File: config.mk
export PLATFORM = sky130hd
export DESIGN_NAME = hsv_red_pixel_band_counter_top
export DESIGN_NICKNAME = d
export VERILOG_FILES = /design/src/hw/rtl/hrpbc_pkg.sv /design/src/hw/rtl/hrpbc_hsv_prep.sv /design/src/hw/rtl/hrpbc_window.sv /design/src/hw/rtl/hrpbc_band_tracker.sv /design/src/hw/rtl/hsv_red_pixel_band_counter_top.sv
export SDC_FILE = /design/constraint.sdc
export NUM_CORES = 2
export LEC_CHECK = 0
export BUFFER_PORTS_ARGS = -buffer_cell sky130_fd_sc_hd__buf_4
export CAP_MARGIN = 25
export CORE_UTILIZATION = 60
export CTS_BUF_LIST = sky130_fd_sc_hd__clkbuf_4 sky130_fd_sc_hd__clkbuf_8
export DETAILED_ROUTE_END_ITERATION = 16
export PLACE_DENSITY = 0.9
export SLEW_MARGIN = 20
export SYNTH_ARGS = -nofsm -noshare
export SYNTH_HDL_FRONTEND = slang
export SYNTH_HIERARCHICAL = 1
export SYNTH_SLANG_ARGS = --single-unit
File: constraint.sdc
create_clock -name clk_i -period 9.1 [get_ports clk_i]
set_input_delay 2.73 -clock clk_i [delete_from_list [all_inputs] [get_ports clk_i]]
set_output_delay 2.73 -clock clk_i [all_outputs]
set_load 0.1 [all_outputs]
File: src/hw/rtl/hrpbc_pkg.sv
// Package for the red pixel band counter: word types, configuration layout,
// mask geometry and the widths of the color arithmetic. Depends on nothing.
`default_nettype none

package hrpbc_pkg;

  // Mask geometry and band bookkeeping.
  localparam int MASK_COLS = 20;
  localparam int MASK_ROWS = 15;
  localparam int NUM_BANDS = 5;
  localparam int CNT_W     = 6;
  localparam int BEST_W    = 3;
  localparam logic [CNT_W-1:0] COUNT_MAX = 6'd63;

  // Configuration port widths.
  localparam int CFG_IDX_W  = 3;
  localparam int CFG_DATA_W = 9;

  // The weighted hue numerator reaches 360 * 255; the hue bound products with d reach 511 * 255.
  typedef logic [16:0] hue_t;
  // Percent products reach 127 * 256 and 255 * 100.
  typedef logic [14:0] pct_t;

  typedef enum logic [CFG_IDX_W-1:0] {
    REG_HUE_LOW_MAX    = 3'd0,
    REG_HUE_HIGH_MIN   = 3'd1,
    REG_SAT_MIN        = 3'd2,
    REG_SAT_MAX        = 3'd3,
    REG_VAL_MIN        = 3'd4,
    REG_VAL_MAX        = 3'd5,
    REG_GOAL_THRESHOLD = 3'd6
  } cfg_reg_e;

  typedef struct packed {
    logic [8:0] hue_low_max;
    logic [8:0] hue_high_min;
    logic [6:0] sat_min;
    logic [6:0] sat_max;
    logic [6:0] val_min;
    logic [6:0] val_max;
    logic [5:0] goal_threshold;
  } cfg_t;

  typedef struct packed {
    logic       frame_start;
    logic [7:0] red;
    logic [7:0] green;
    logic [7:0] blue;
    logic [4:0] column;
    logic [4:0] row;
  } pixel_t;

  typedef struct packed {
    logic             is_red;
    logic [CNT_W-1:0] band0_count;
    logic [CNT_W-1:0] band1_count;
    logic [CNT_W-1:0] band2_count;
    logic [CNT_W-1:0] band3_count;
    logic [CNT_W-1:0] band4_count;
    logic             goal_seen;
    logic [2:0]       best_band;
  } result_t;

  // Color terms handed from the prep stage to the window stage.
  typedef struct packed {
    logic       gray;
    logic [7:0] mx;
    logic [7:0] d;
    hue_t       hn;
  } hsv_t;

  // Position and flag that travel alongside the color terms.
  typedef struct packed {
    logic       frame_start;
    logic [4:0] column;
    logic [4:0] row;
  } pos_t;

endpackage

`default_nettype wire

File: src/hw/rtl/hrpbc_hsv_prep.sv
// Max, min, spread and weighted hue numerator of one pixel.
// Depends on hrpbc_pkg.
`default_nettype none

module hrpbc_hsv_prep (
  input  hrpbc_pkg::pixel_t pix_i,
  output hrpbc_pkg::hsv_t   hsv_o
);

  logic [7:0] r, g, b, mx, mn, d;
  hrpbc_pkg::hue_t r_w, g_w, b_w, d_w, hn;

  always_comb begin
    r = pix_i.red;
    g = pix_i.green;
    b = pix_i.blue;
    mx = r;
    if (g > mx) mx = g;
    if (b > mx) mx = b;
    mn = r;
    if (g < mn) mn = g;
    if (b < mn) mn = b;
    d = mx - mn;
    r_w = hrpbc_pkg::hue_t'(r);
    g_w = hrpbc_pkg::hue_t'(g);
    b_w = hrpbc_pkg::hue_t'(b);
    d_w = hrpbc_pkg::hue_t'(d);
    // Ties for the maximum go to red, then green. Every branch stays
    // non-negative, so the subtraction never wraps.
    if (mx == r) begin
      if (g >= b) begin
        hn = 17'd60 * (g_w - b_w);
      end else begin
        hn = 17'd360 * d_w - 17'd60 * (b_w - g_w);
      end
    end else if (mx == g) begin
      hn = 17'd120 * d_w + 17'd60 * b_w - 17'd60 * r_w;
    end else begin
      hn = 17'd240 * d_w + 17'd60 * r_w - 17'd60 * g_w;
    end
    hsv_o.gray = (mx == mn);
    hsv_o.mx   = mx;
    hsv_o.d    = d;
    hsv_o.hn   = hn;
  end

endmodule

`default_nettype wire

File: src/hw/rtl/hrpbc_window.sv
// Hue, saturation and value window tests by cross-multiplied compares.
// Depends on hrpbc_pkg.
`default_nettype none

module hrpbc_window (
  input  hrpbc_pkg::hsv_t hsv_i,
  input  hrpbc_pkg::cfg_t cfg_i,
  output logic            is_red_o
);

  hrpbc_pkg::hue_t lo_p, hi_p;
  hrpbc_pkg::pct_t d100, smin_p, smax_p, v100, vmin_p, vmax_p;
  logic hue_ok, sat_ok, val_ok;

  always_comb begin
    lo_p   = hrpbc_pkg::hue_t'(cfg_i.hue_low_max) * hrpbc_pkg::hue_t'(hsv_i.d);
    hi_p   = hrpbc_pkg::hue_t'(cfg_i.hue_high_min) * hrpbc_pkg::hue_t'(hsv_i.d);
    d100   = hrpbc_pkg::pct_t'(hsv_i.d) * 15'd100;
    smin_p = hrpbc_pkg::pct_t'(cfg_i.sat_min) * hrpbc_pkg::pct_t'(hsv_i.mx);
    smax_p = hrpbc_pkg::pct_t'(cfg_i.sat_max) * hrpbc_pkg::pct_t'(hsv_i.mx);
    v100   = hrpbc_pkg::pct_t'(hsv_i.mx) * 15'd100;
    vmin_p = {cfg_i.val_min, 8'd0};
    vmax_p = {cfg_i.val_max, 8'd0};
    hue_ok = (hsv_i.hn <= lo_p) || (hsv_i.hn >= hi_p);
    sat_ok = (d100 >= smin_p) && (d100 <= smax_p);
    val_ok = (v100 >= vmin_p) && (v100 <= vmax_p);
    is_red_o = !hsv_i.gray && hue_ok && sat_ok && val_ok;
  end

endmodule

`default_nettype wire

File: src/hw/rtl/hrpbc_band_tracker.sv
// Red mask, per-band counts, goal flag and best band selection.
// Depends on hrpbc_pkg.
`default_nettype none

module hrpbc_band_tracker (
  input  logic                   clk_i,
  input  logic                   rst_ni,
  input  logic                   step_i,
  input  logic                   is_red_i,
  input  hrpbc_pkg::pos_t        pos_i,
  input  logic [5:0]             goal_threshold_i,
  output hrpbc_pkg::result_t     result_o
);

  logic [hrpbc_pkg::MASK_COLS-1:0] mask_q [hrpbc_pkg::MASK_ROWS];
  logic [hrpbc_pkg::MASK_COLS-1:0] mask_d [hrpbc_pkg::MASK_ROWS];
  logic [hrpbc_pkg::CNT_W-1:0]     cnt_q  [hrpbc_pkg::NUM_BANDS];
  logic [hrpbc_pkg::CNT_W-1:0]     cnt_d  [hrpbc_pkg::NUM_BANDS];
  logic [hrpbc_pkg::MASK_ROWS-1:0] row_sel;
  logic [hrpbc_pkg::MASK_COLS-1:0] col_sel;
  logic [hrpbc_pkg::NUM_BANDS-1:0] band_sel;
  logic hit, was_set, newly;
  logic goal;
  logic [hrpbc_pkg::BEST_W-1:0] best;

  always_comb begin
    for (int r = 0; r < hrpbc_pkg::MASK_ROWS; r++) begin
      row_sel[r] = (int'(pos_i.row) == r);
    end
    for (int c = 0; c < hrpbc_pkg::MASK_COLS; c++) begin
      col_sel[c] = (int'(pos_i.column) == c);
    end
    band_sel[0] = (pos_i.column < 5'd4);
    band_sel[1] = (pos_i.column >= 5'd4)  && (pos_i.column < 5'd8);
    band_sel[2] = (pos_i.column >= 5'd8)  && (pos_i.column < 5'd12);
    band_sel[3] = (pos_i.column >= 5'd12) && (pos_i.column < 5'd16);
    band_sel[4] = (pos_i.column >= 5'd16);
    hit = is_red_i && (|row_sel) && (|col_sel);

    // A frame start wipes the mask and the counts before this pixel lands.
    was_set = 1'b0;
    for (int r = 0; r < hrpbc_pkg::MASK_ROWS; r++) begin
      mask_d[r] = pos_i.frame_start ? '0 : mask_q[r];
      was_set   = was_set | (row_sel[r] && |(mask_d[r] & col_sel));
      if (hit && row_sel[r]) begin
        mask_d[r] = mask_d[r] | col_sel;
      end
    end
    newly = hit && !was_set;

    for (int k = 0; k < hrpbc_pkg::NUM_BANDS; k++) begin
      cnt_d[k] = pos_i.frame_start ? '0 : cnt_q[k];
      if (newly && band_sel[k] && (cnt_d[k] < hrpbc_pkg::COUNT_MAX)) begin
        cnt_d[k] = cnt_d[k] + 6'd1;
      end
    end

    goal = 1'b1;
    best = '0;
    for (int k = 0; k < hrpbc_pkg::NUM_BANDS; k++) begin
      if (cnt_d[k] <= goal_threshold_i) goal = 1'b0;
      if (cnt_d[k] > cnt_d[best]) best = hrpbc_pkg::BEST_W'(k);
    end

    result_o.is_red      = is_red_i;
    result_o.band0_count = cnt_d[0];
    result_o.band1_count = cnt_d[1];
    result_o.band2_count = cnt_d[2];
    result_o.band3_count = cnt_d[3];
    result_o.band4_count = cnt_d[4];
    result_o.goal_seen   = goal;
    result_o.best_band   = best;
  end

  always_ff @(posedge clk_i or negedge rst_ni) begin
    if (!rst_ni) begin
      for (int r = 0; r < hrpbc_pkg::MASK_ROWS; r++) mask_q[r] <= '0;
      for (int k = 0; k < hrpbc_pkg::NUM_BANDS; k++) cnt_q[k] <= '0;
    end else if (step_i) begin
      for (int r = 0; r < hrpbc_pkg::MASK_ROWS; r++) mask_q[r] <= mask_d[r];
      for (int k = 0; k < hrpbc_pkg::NUM_BANDS; k++) cnt_q[k] <= cnt_d[k];
    end
  end

endmodule

`default_nettype wire

File: src/hw/rtl/hsv_red_pixel_band_counter_top.sv
// Top level of the red pixel band counter: handshakes, configuration
// registers and the pipeline. Depends on hrpbc_pkg, hrpbc_hsv_prep,
// hrpbc_window and hrpbc_band_tracker.
`default_nettype none

//  Channel   Direction  Handshake               Payload
//  input     in         in_valid_i/in_stall_o   in_word_i  (pixel_t)
//  output    out        out_valid_o/out_stall_i out_word_o (result_t)
//  config    in         cfg_we_i                cfg_idx_i, cfg_wdata_i
//
//  One word is taken every clock cycle when the output side keeps up. Four
//  register stages (input, color terms, red flag, result) each hold one word,
//  and a stall on the output backs up through whichever stages are full, so
//  a new word is still taken while a result waits as long as a stage is free.
//  Reset clears the mask, the counts and the stage valid flags, and loads
//  the default windows.

module hsv_red_pixel_band_counter_top (
  input  logic                                clk_i,
  input  logic                                rst_ni,
  input  logic                                in_valid_i,
  output logic                                in_stall_o,
  input  hrpbc_pkg::pixel_t                   in_word_i,
  output logic                                out_valid_o,
  input  logic                                out_stall_i,
  output hrpbc_pkg::result_t                  out_word_o,
  input  logic                                cfg_we_i,
  input  logic [hrpbc_pkg::CFG_IDX_W-1:0]     cfg_idx_i,
  input  logic [hrpbc_pkg::CFG_DATA_W-1:0]    cfg_wdata_i
);

  hrpbc_pkg::cfg_t    cfg_q;
  hrpbc_pkg::pixel_t  s1_pix_q;
  hrpbc_pkg::hsv_t    s2_hsv_q, hsv_d;
  hrpbc_pkg::pos_t    s2_pos_q, s3_pos_q;
  logic               s3_red_q, red_d;
  hrpbc_pkg::result_t out_q, result_d;
  logic s1_v_q, s2_v_q, s3_v_q, out_v_q;
  logic out_free, s3_free, s2_free, s1_free;
  logic s1_go, s2_go, s3_go, in_take;

  // Configuration writes. Codes past the list are dropped.
  always_ff @(posedge clk_i or negedge rst_ni) begin
    if (!rst_ni) begin
      cfg_q.hue_low_max    <= 9'd60;
      cfg_q.hue_high_min   <= 9'd300;
      cfg_q.sat_min        <= 7'd10;
      cfg_q.sat_max        <= 7'd100;
      cfg_q.val_min        <= 7'd15;
      cfg_q.val_max        <= 7'd90;
      cfg_q.goal_threshold <= 6'd30;
    end else if (cfg_we_i) begin
      case (cfg_idx_i)
        hrpbc_pkg::REG_HUE_LOW_MAX:    cfg_q.hue_low_max    <= cfg_wdata_i;
        hrpbc_pkg::REG_HUE_HIGH_MIN:   cfg_q.hue_high_min   <= cfg_wdata_i;
        hrpbc_pkg::REG_SAT_MIN:        cfg_q.sat_min        <= cfg_wdata_i[6:0];
        hrpbc_pkg::REG_SAT_MAX:        cfg_q.sat_max        <= cfg_wdata_i[6:0];
        hrpbc_pkg::REG_VAL_MIN:        cfg_q.val_min        <= cfg_wdata_i[6:0];
        hrpbc_pkg::REG_VAL_MAX:        cfg_q.val_max        <= cfg_wdata_i[6:0];
        hrpbc_pkg::REG_GOAL_THRESHOLD: cfg_q.goal_threshold <= cfg_wdata_i[5:0];
        default: begin
        end
      endcase
    end
  end

  // A stage may load when it is empty or its word moves on this cycle.
  assign out_free = !out_v_q || !out_stall_i;
  assign s3_go    = s3_v_q && out_free;
  assign s3_free  = !s3_v_q || out_free;
  assign s2_go    = s2_v_q && s3_free;
  assign s2_free  = !s2_v_q || s3_free;
  assign s1_go    = s1_v_q && s2_free;
  assign s1_free  = !s1_v_q || s2_free;
  assign in_take  = in_valid_i && s1_free;

  assign in_stall_o  = !s1_free;
  assign out_valid_o = out_v_q;
  assign out_word_o  = out_q;

  always_ff @(posedge clk_i or negedge rst_ni) begin
    if (!rst_ni) begin
      s1_v_q  <= 1'b0;
      s2_v_q  <= 1'b0;
      s3_v_q  <= 1'b0;
      out_v_q <= 1'b0;
    end else begin
      if (s1_free)  s1_v_q  <= in_valid_i;
      if (s2_free)  s2_v_q  <= s1_go;
      if (s3_free)  s3_v_q  <= s2_go;
      if (out_free) out_v_q <= s3_go;
    end
  end

  // Payload registers carry no reset.
  always_ff @(posedge clk_i) begin
    if (in_take) s1_pix_q <= in_word_i;
    if (s1_go) begin
      s2_hsv_q             <= hsv_d;
      s2_pos_q.frame_start <= s1_pix_q.frame_start;
      s2_pos_q.column      <= s1_pix_q.column;
      s2_pos_q.row         <= s1_pix_q.row;
    end
    if (s2_go) begin
      s3_red_q <= red_d;
      s3_pos_q <= s2_pos_q;
    end
    if (s3_go) out_q <= result_d;
  end

  // Stage one: extremes, spread and hue numerator.
  hrpbc_hsv_prep u_prep (
    .pix_i (s1_pix_q),
    .hsv_o (hsv_d)
  );

  // Stage two: window products and compares.
  hrpbc_window u_window (
    .hsv_i    (s2_hsv_q),
    .cfg_i    (cfg_q),
    .is_red_o (red_d)
  );

  // Stage three: the mask and counts advance exactly when the word moves
  // into the result register, so every pixel updates the state once.
  hrpbc_band_tracker u_tracker (
    .clk_i            (clk_i),
    .rst_ni           (rst_ni),
    .step_i           (s3_go),
    .is_red_i         (s3_red_q),
    .pos_i            (s3_pos_q),
    .goal_threshold_i (cfg_q.goal_threshold),
    .result_o         (result_d)
  );

endmodule

`default_nettype wire
After elaboration in Yosys (flattened, before gate mapping)
Cells that the tools add are included.
{"block": "op_classes", "shifts": 0, "div_mod_pow": 0, "order_cmp": 36, "n_reduce_logical": 96, "n_bitwise": 47, "multipliers": 14, "n_mux": 60, "n_addsub": 13, "n_eq_ne": 42}
{"cell": "20-bit 2-to-1 mux", "count": 30}
{"cell": "20-bit OR reduction", "count": 16}
{"cell": "20-bit AND", "count": 15}
{"cell": "20-bit OR", "count": 15}
{"cell": "6-bit 2-to-1 mux", "count": 16}
{"cell": "5-bit equality test (second input constant)", "count": 19}
{"cell": "4-bit by 8-bit multiplier with 12-bit output (first input constant)", "count": 5}
{"cell": "1-bit logical AND", "count": 55}
{"cell": "6-bit binary-select mux with 3-bit select", "count": 3}
{"cell": "17-bit 2-to-1 mux", "count": 3}
{"cell": "5-bit by 4-bit equality test with 1-bit output (second input constant)", "count": 8}
{"cell": "4-bit by 17-bit multiplier with 15-bit output (first input constant)", "count": 2}
{"cell": "9-bit by 8-bit multiplier with 17-bit output", "count": 2}
{"cell": "17-bit by 14-bit subtractor with 17-bit output", "count": 2}
{"cell": "8-bit 2-to-1 mux", "count": 4}
{"cell": "6-bit by 1-bit adder with 6-bit output (second input constant)", "count": 5}
{"cell": "15-bit >= comparator", "count": 2}
{"cell": "15-bit less-or-equal comparator", "count": 2}
{"cell": "6-bit less-or-equal comparator", "count": 5}
{"cell": "6-bit < comparator (second input constant)", "count": 5}
{"cell": "7-bit by 8-bit multiplier with 15-bit output", "count": 2}
{"cell": "8-bit by 5-bit multiplier with 13-bit output (second input constant)", "count": 2}
{"cell": "8-bit equality test", "count": 3}
{"cell": "6-bit greater-than comparator", "count": 4}
{"cell": "other kinds (35)", "count": 83}
{"block": "word_totals", "input_bits": 52, "latch_bits": 0, "output_inout_bits": 37, "mem_count": 0, "mem_bits_rw": 0, "rom_bits": 0, "elab_cells": 364, "regBits": 513}

Depth between registers and ports, before layout
{"block": "logic_depth", "depth_word": 42, "depth_mapped": 50, "mapped_depth_nobuf": 46}

Hierarchy
Netlist, hierarchy kept.
{"mod": "hrpbc_band_tracker", "cells_per_inst": 1848, "n_inst": 1, "area_each_um2": 17250.3, "seq_area_each_um2": 8257.9}
{"mod": "hrpbc_window", "cells_per_inst": 1294, "n_inst": 1, "area_each_um2": 11039.3, "seq_area_each_um2": 0.0}
{"mod": "hrpbc_hsv_prep", "cells_per_inst": 1257, "n_inst": 1, "area_each_um2": 10274.9, "seq_area_each_um2": 0.0}
{"mod": "hsv_red_pixel_band_counter_top", "cells_per_inst": 261, "n_inst": 1, "area_each_um2": 6017.0, "seq_area_each_um2": 5246.3}

Worst setup path before layout
Ideal clock, no wire load.
{"block": "synth_path", "path_kind": "register to register", "startpoint": "register s1_pix_q[31] (netlist bit)", "endpoint": "register s2_hsv_q[15] (netlist bit), data pin", "n_path_buf": 1, "t_required_ns": 8.838, "t_arrival_ns": 9.593, "period_less_slack_ns": 9.855, "path_stages_with_launch": 48, "setup_slack_ns": -0.755, "setup_time_ns": 0.262, "cell_sequence": "edfxtp_1 > inv_1 > ha_1 > a211o_1 > and2_4 > o31a_4 > nand2_4 > clkbuf_1 > nor2_1 > a21oi_1 > ha_1 > a21o_1 > a21oi_1 > o21a_1 > nor2_1 > o21ai_2 > o311ai_4 > nor3_4 > [... 12 more ...] > inv_1 > ha_1 > inv_1 > o21bai_1 > a21oi_1 > nor2b_1 > o21ai_0 > nand2b_1 > nor3b_1 > and4_1 > a2111oi_2 > nand2_1 > ha_1 > a21o_1 > a31oi_1 > mux2_2 > and3_1 > o31ai_2"}
{"item": "start, declared", "line": "hsv_red_pixel_band_counter_top.sv:33", "source": "hrpbc_pkg::pixel_t s1_pix_q;"}
{"item": "start signal, assigned", "line": "hsv_red_pixel_band_counter_top.sv:97", "source": "if (in_take) s1_pix_q <= in_word_i;"}
{"item": "end signal, assigned", "line": "hsv_red_pixel_band_counter_top.sv:99", "source": "s2_hsv_q <= hsv_d;"}
{"item": "end, declared", "line": "hsv_red_pixel_band_counter_top.sv:34", "source": "hrpbc_pkg::hsv_t s2_hsv_q, hsv_d;"}

==> results.md <==
- The overall via count from detail_route is 38104.
- The finished layout holds around 6000 standard cells, fillers aside.
- The total count of max-transition violations in the final report was 0.
- In this run, the number of DRC markers left after iteration 0 of detailed routing was 4463.
- The area overhead of the layout relative to synthesis is 14.35%.
- The final routed wire length divided by cell count is 21.71 um.
- The estimated wirelength of the detail-placed design is 90150 um.
- For the finished layout, the period the worst path requires is 9416 ps.
- The worst setup path is captured at a flop.
- In the layout the commonest cells are inv_1, ha_1, nand2_1.
- Counting flops and latches in the post-synthesis netlist gives 513.
- Setup repair after global routing could not meet its margin everywhere.
- The setup-violating endpoint count in the final report is 5.
- Counting every sink on the clock net gives 513.
- For this design the top-level I/O count stands at 89.
- The largest net degree at the start of global routing is 174.
- The netlist area before placement is about 0.045 mm2.
- The core region is 0.07321 mm2.
- Summed over all layers, the global routing overflow is 0.
- The pre-antenna-repair detailed-routing pass consisted of 13 iterations.
- The worst setup path is of the flop to flop kind.
- The TritonCTS clock tree is built.
- The relative slew slack is 33.09%.
- Of the available clock period, the critical path in the final layout requires 103.5%.
- The floorplan step set the die height to 274.6 um.
- The first global-routing pass estimated roughly 200000 um of wire.
- In this run, synthesis inferred 127 flip-flops with an integrated enable.
- The antenna violation net count after detailed routing is 0.
- After detailed routing, the number of vias per cell comes to ~6.4.
- For the pin with the worst max-slew slack, the measured transition is 989.7 ps.
- A synthesized cell averages 9.567 um2.
- The post-CTS clock slew at the launch and capture registers of the worst setup and hold paths is 60 ps.
- The count of final hold-check violations is 0.
- The run finished, with violations left.
- The cell with the biggest individual delay on the critical path is a2111oi_0.
- Global routing consumed, over all layers together, 32.96% of the routing resources.
- The number of global-route vias before repair is 38030.
- The delay of the slowest critical-path stage is 500 ps.
- In this run, placement finished with an instance count of about 5700.
- The final reports fail on DRC, setup timing.
- The initial antenna violation count was 2.
- Counting every instance in the synthesized netlist gives around 4700.
- In this run the core area contains 99 standard-cell rows.
- Across the run, the number of max-cap violations was 0.
- The buffer levels on the longest clock path is 3.
- Hold repair after CTS inserted 0 buffers.
- The kind of start point of the critical path is a flop.
- After detailed routing, the total wire length is 129500 um.
- The clock reaches the later pin of the worst-skew pair after 710 ps.
- The number of warnings printed during yosys synthesis is 6.
- The starting density of the core is 60.90%.
- The data required time at the worst endpoint is 9550 ps.
- The number of buffer and inverter stages on the critical path is 7.
- The family with the most delay on the worst path is compound AO/OA/AOI/OAI gates.
- The die outline area is about 0.075 mm2.
- Data arrives at the worst endpoint at a little under 10000 ps.
- The final setup skew is 50.26 ps.
- After synthesis, the share of flip-flops with an asynchronous set or reset is 75.24%.
- The fraction of layout cells with a size suffix above 1 is 17.00%.
- In this run the horizontal extent of the chip is 274.6 um.
- Timing would allow up to 106.2 MHz.
- After the last flow step, the layout net total stands at 5780.
- Counting the fill cells in the layout gives 4878.
- In this run the worst path has a maximum fanout of 10.
- The post-route setup TNS is -954.9 ps.
- The TritonCTS buffer count is 86.
- The path class of the lowest-slack min-delay path is flop to flop.
- The master cell of the clock root buffer is clkbuf_8.
- The deepest level of the CTS H-tree is 3.
- The number of input and output port buffers inserted is 88.
- Leaving out fill and tap cells, the most frequent cell in the layout is inv_1.
- After detailed routing, the number of remaining DRC violations is 12.
- The congestion estimate from routability-driven global placement came to 0.9804.
- The sequential-to-total area share from yosys stat is 30.29%.
- The number of distinct library cell variants in the gate-level netlist after synthesis is 117.
- For this run, the leading register cell type out of synthesis is dfrtp_1.
- Setup slack on the critical path of the routed design comes to -315.5 ps.
## flip-flops by register name, indices dropped and copies added (netlist names)
register          flops
s3_pos_q             11
u_tracker/mask_q    300
out_word_o           35
s1_pix_q             35
out_valid_o           1
s3_red_q              1
s2_hsv_q             34
s2_v_q                1
s3_v_q                1
u_tracker/cnt_q      30
s1_v_q                1
cfg_q                52
s2_pos_q             11
## area by class of cell
class                           instances  area [um2]  area share [%]
Tap cell                              959        1200           2.354
Inverter                              534        2007           3.937
Clock inverter                         24       287.8          0.5645
Sequential cell                       513       13500           26.49
Timing Repair Buffer                  371        3094           6.070
Antenna cell                            1       2.502        0.004909
Multi-Input combinational cell       3434       29280           57.44
Clock buffer                          130        1602           3.142
## through the flow
stage	hold slack, ps	utilization [%]	worst slack [ps]	area [um2]
after floorplan	400.3	-	2.787	44730
after global placement	404.4	64.78	169.4	47430
after detailed placement	406.1	64.79	-203.0	47430
after CTS	388.0	67.57	0.5285	49470
after global routing	405.6	69.64	-511.2	50980
final	384.4	69.64	-315.5	50980
## cells in the mapped netlist, types with 9 or more instances
cell type | number | area share (%)
a211oi_1 | 26 | 0.44
edfxtp_1 | 127 | 8.6
clkbuf_1 | 136 | 1.1
nor4_1 | 19 | 0.27
xor2_1 | 75 | 1.5
dfrtp_1 | 361 | 20
a21oi_1 | 215 | 2.4
a21boi_0 | 16 | 0.27
a221oi_1 | 16 | 0.31
inv_1 | 533 | 4.5
xnor2_1 | 153 | 3.0
mux2i_1 | 49 | 1.1
o21a_1 | 32 | 0.54
nor2_1 | 214 | 1.8
buf_4 | 10 | 0.17
and4_1 | 9 | 0.18
and3_1 | 42 | 0.59
nand4_1 | 39 | 0.55
nand2_1 | 483 | 4.1
fa_1 | 258 | 12
dfstp_2 | 25 | 1.5
buf_2 | 25 | 0.28
a22o_1 | 77 | 1.5
mux2_2 | 78 | 2.0
a31oi_1 | 20 | 0.28
nor3_1 | 30 | 0.34
and2_1 | 174 | 2.4
nor2b_1 | 45 | 0.63
nand3_1 | 53 | 0.59
a21o_1 | 70 | 1.2
a22oi_1 | 48 | 0.81
ha_1 | 530 | 15
o31ai_1 | 10 | 0.17
o21bai_1 | 50 | 0.84
o211ai_1 | 15 | 0.25
nand2b_1 | 25 | 0.35
o21ai_0 | 355 | 4.0
## kinds of logic after synthesis
kind of cell,Yosys count,share of synthesized area (%)
other,1,0.008412
AO/OA/AOI/OAI,1072,15.73
XOR/XNOR,229,4.516
AND/OR/NAND/NOR,1210,13.42
flip-flops,513,30.29
adder cells (fa/ha/maj),789,26.48
buffers and inverters,715,6.309
multiplexers,131,3.247
## path summary, 6_finish.rpt
check | from | end | slack (ps) | cells after the start
worst max-delay path | s3_pos_q[8] | out_word_o[0] | -320 | 48
worst min-delay path | s2_pos_q[6] | s3_pos_q[6] | 380 | 0
worst max register to register | s3_pos_q[8] | out_word_o[0] | -320 | 48
worst min register to register | s2_pos_q[6] | s3_pos_q[6] | 380 | 0
max in group asynchronous | rst_ni | u_tracker/cnt_q[5] | 5810 | 3
min in group asynchronous | rst_ni | u_tracker/mask_q[151] | 1930 | 1
## timing repair
item,CTS,global route
gates cloned,0,4
setup endpoints to repair,5,9
resized for setup,15,183
buffers inserted,9,69
pin swaps,9,92
## metal layers
layer | wire, um | part of all wire, % | GRT usage, % | vias up
li1 | - | - | - | 16582
met1 | 48700 | 38 | 43.14 | 18343
met2 | 58680 | 45 | 52.64 | 2533
met3 | 14600 | 11 | 6.965 | 646
met4 | 7565 | 5.8 | 14.97 | 0
met5 | 0 | 0 | 0 | -
Power is left out: the tool's default activity adds up to more than one toggle a clock period on the data nets, which glitch-free logic cannot reach.
